**config.mk**
```make
export PLATFORM = sky130hd
export DESIGN_NAME = rmat_ram
export DESIGN_NICKNAME = d
export VERILOG_FILES = /design/src/hdl/rmat_ram.sv
export SDC_FILE = /design/constraint.sdc
export NUM_CORES = 1
export LEC_CHECK = 0
export ABC_CLOCK_PERIOD_IN_PS = 2710
export BUFFER_PORTS_ARGS = -buffer_cell sky130_fd_sc_hd__buf_4
export CORE_UTILIZATION = 30
export CTS_CLUSTER_DIAMETER = 80
export DETAILED_ROUTE_END_ITERATION = 6
export GPL_ROUTABILITY_DRIVEN = 0
export GPL_TIMING_DRIVEN = 0
export PLACE_DENSITY = 0.43
export SYNTH_ARGS = -nofsm -noshare
export SYNTH_HDL_FRONTEND = slang
export SYNTH_SLANG_ARGS = --single-unit
```
**constraint.sdc**
```tcl
create_clock -name clock -period 2.71 [get_ports clock]
set_input_delay 0.271 -clock clock [delete_from_list [all_inputs] [get_ports clock]]
set_output_delay 0.271 -clock clock [all_outputs]
set_load 0.02 [all_outputs]
```
**src/hdl/rmat_ram.sv**
```systemverilog
`default_nettype none

module rmat_ram #(
   parameter int WIDTH = 8,
   parameter int DEPTH = 16,
   localparam int AW = (DEPTH > 1) ? $clog2(DEPTH) : 1
) (
   input  wire logic             clock,
   input  wire logic             wr_en,
   input  wire logic [AW-1:0]    wr_addr,
   input  wire logic [WIDTH-1:0] wr_data,
   input  wire logic [AW-1:0]    rd_addr,
   output logic      [WIDTH-1:0] rd_data
);

   logic [WIDTH-1:0] mem [DEPTH];

   // one write port, one registered read port
   always_ff @(posedge clock) begin
      if (wr_en) begin
         mem[wr_addr] <= wr_data;
      end
      rd_data <= mem[rd_addr];
   end

endmodule

`default_nettype wire

```
==> flow_summary.json <==
{
  "hold_end": "mem[14][6]",
  "grtUsageTotal_pct": 13.6,
  "start_util_pct": 30.9,
  "setup_viol": 0,
  "timing.final.crit_share_pct": 61.6,
  "io_buffers": 24,
  "grt_pass1_wl_um": 16300,
  "tightest_slew_ns": 1.32,
  "cp.arrival_ns": 1.69,
  "hold_start": "wr_data[6]",
  "dp_hpwl_um": 6970,
  "cts_buffers": 17,
  "firstDrtPassIters": 5,
  "final_max_slew_viol_count": 0,
  "ys_types": 19,
  "multi_input_area_um2": 1060,
  "clock-sinks": 136,
  "cts_tree": "done",
  "core_um2": 16600,
  "crit_fanout": 8,
  "hold_viol": 0,
  "holdPathStages": 1,
  "seq_area_um2": 4000,
  "worstSetupStartpointType": "primary input",
  "reg2reg_from": "mem[10][0]",
  "period_minus_slack_ns": 1.67,
  "holdBufCountCts": 0,
  "layout_commonest_cell": "edfxtp_1",
  "place_area_um2": 5610,
  "cp_slowest_cell": "nor3_1",
  "clock_skew_ns": 0.00657,
  "die_area_um2": 17700,
  "vias": 2353,
  "p_per_area_nw_per_um2": 790,
  "layout_common_cells": "128 x edfxtp_1, 25 x buf_4, 18 x mux4_2, 17 x clkbuf_16, 16 x a22oi_1",
  "io_pins": 26,
  "htreeDepth": 4,
  "rsz0062_at_grt": "false",
  "avgSynthCellArea_um2": 22.5,
  "setup-tns-final_ns": 0,
  "critPathMaxStageDelay_ns": 1.04,
  "required_ns": 2.73,
  "synth_top_area_share_pct": 74.7,
  "whs_ns": 0.201,
  "insertedDiodeCount": 0,
  "antenna_found_initial": 0,
  "r2r-end": "rd_data[0]",
  "vdd_drop_max_uv": 423,
  "fillerInstances": 1546,
  "die_height_um": 133,
  "die_w_um": 133,
  "power.leakage_nw": 2.04,
  "yosysWarnings": 0,
  "outcome": "finished, final reports clean",
  "drt-initial-drc-count": 225,
  "viasPerCell": 4.65,
  "crit_chain": "buf_4 -> nand3b_1 -> nor3_1",
  "drtAntennaViolNets": 0,
  "drive_gt1_share_pct": 29.0,
  "r2r_slack_ns": 1.30,
  "fin_area_um2": 6200,
  "syn_inst": 229,
  "reg2reg_depth": 3,
  "slew_headroom_pct": 11.3,
  "fin_nets": 291,
  "cts_setup_buffers": 0,
  "drc_errors": 0,
  "routed_wl_um": 11100,
  "criticalPathCategory": "in2reg",
  "cts_root_buf": "clkbuf_16",
  "wl_per_cell_um": 22.0,
  "clk-insertion-delay-late_ns": 0.41,
  "grt_max_degree": 17,
  "fp-row-count": 47,
  "grt.overflow.total": 0,
  "yosysSeqAreaShare_pct": 77.8,
  "hold_class": "in2reg",
  "synth_nets": 247,
  "area_delta_synth_final_pct": 20.4,
  "synth_area_leaders": "edfxtp_1 75%, mux4_2 7.9%, mux4_1 7.1%, dfxtp_1 3.1%, a22oi_1 2.3%",
  "clk_pin_slew_ns": 0.06,
  "endpoint_kind": "flop",
  "cts_resized": 0,
  "grt_pass1_vias": 2462,
  "clockBufferDepth": 2,
  "syn-cell-area_um2": 5150,
  "yosys.area.top_type": "edfxtp_1",
  "clock.fmax_mhz": 599,
  "maxCapViolCount": 0,
  "ys_ff_latch": 136
}
[per-stage QoR]
step | utilization [%] | instances | power [mW] | setup slack, ns
after CTS | 37.2 | 506 | 4.96 | 0.989
after global routing | 37.2 | 506 | 5.06 | 0.934
after global placement | 33.7 | 473 | 2.67 | 0.225
final | 37.2 | 506 | 4.90 | 1.04
after floorplan | - | 229 | 2.54 | 0.946
after detailed placement | 33.7 | 474 | 2.68 | 0.549
[flip-flops by register name, indices dropped and copies added (netlist names)]
register and count:
mem 128, rd_data 8
[cell usage after synthesis]
| cell type | count |
|---|---|
| nand3_1 | 1 |
| dfxtp_1 | 8 |
| nor3_1 | 4 |
| nand3b_1 | 2 |
| mux4_1 | 14 |
| a22oi_1 | 16 |
| mux4_2 | 18 |
| buf_2 | 3 |
| clkdlybuf4s25_2 | 3 |
| and2b_1 | 1 |
| edfxtp_1 | 128 |
| nand2b_1 | 2 |
| nor2b_1 | 1 |
| or3b_2 | 1 |
| nor2_1 | 13 |
| buf_6 | 3 |
| and2_1 | 1 |
| nand2_1 | 9 |
| buf_4 | 1 |
[worst max-delay path by stage]
stage,start,endpoint,slack [ns],cells after the start
after floorplan,wr_addr[2],mem[0][0],0.95,2
after global placement,wr_addr[2],mem[0][7],0.23,3
after detailed placement,wr_addr[2],mem[8][1],0.55,3
after CTS,wr_addr[2],mem[8][2],0.99,3
after global routing,wr_addr[2],mem[8][2],0.93,3
final,wr_addr[2],mem[8][2],1.04,3
[report_power, final]
part	internal, mW	leakage [nW]	switching [mW]
clock network	1.43	0.279	0.841
logic	0.108	0.541	0.153
registers	2.35	1.22	0.0106
total	3.89	2.04	1.00
[layer usage]
metal  up-vias  global-route usage [%]  share of wire (%)
li1       1065                       -                  -
met1      1233                    19.0                 49
met2        49                    20.0                 46
met3         6                    3.98                3.7
met4         0                    5.17               0.94
met5         -                       0                  0
[logic make-up (layout without fill, tap and decap cells)]
| family | after synthesis | after routing | synth area share (%) |
|---|---|---|---|
| DFF | 136 | 136 | 77.8 |
| and+or+nand+nor | 35 | 35 | 3.18 |
| muxes | 32 | 32 | 15.0 |
| AOI/OAI and AO/OA | 16 | 16 | 2.33 |
| buffers and inverters | 10 | 67 | 1.68 |
[layout make-up]
| type | instances | share of cell area (%) |
|---|---|---|
| buffer | 10 | 1.39 |
| clock buffer | 18 | 6.92 |
| clock inverter | 14 | 2.52 |
| multi-input combinational | 83 | 17.1 |
| sequential | 136 | 64.6 |
| tap | 220 | 4.44 |
| timing repair buffer | 25 | 2.99 |
[critical path: cells and delay by family]
family,cells,cell delay [ns]
simple gates,2,1.28
buf+inv,1,0.12
Note: power is estimated with default switching activity, not from simulation.
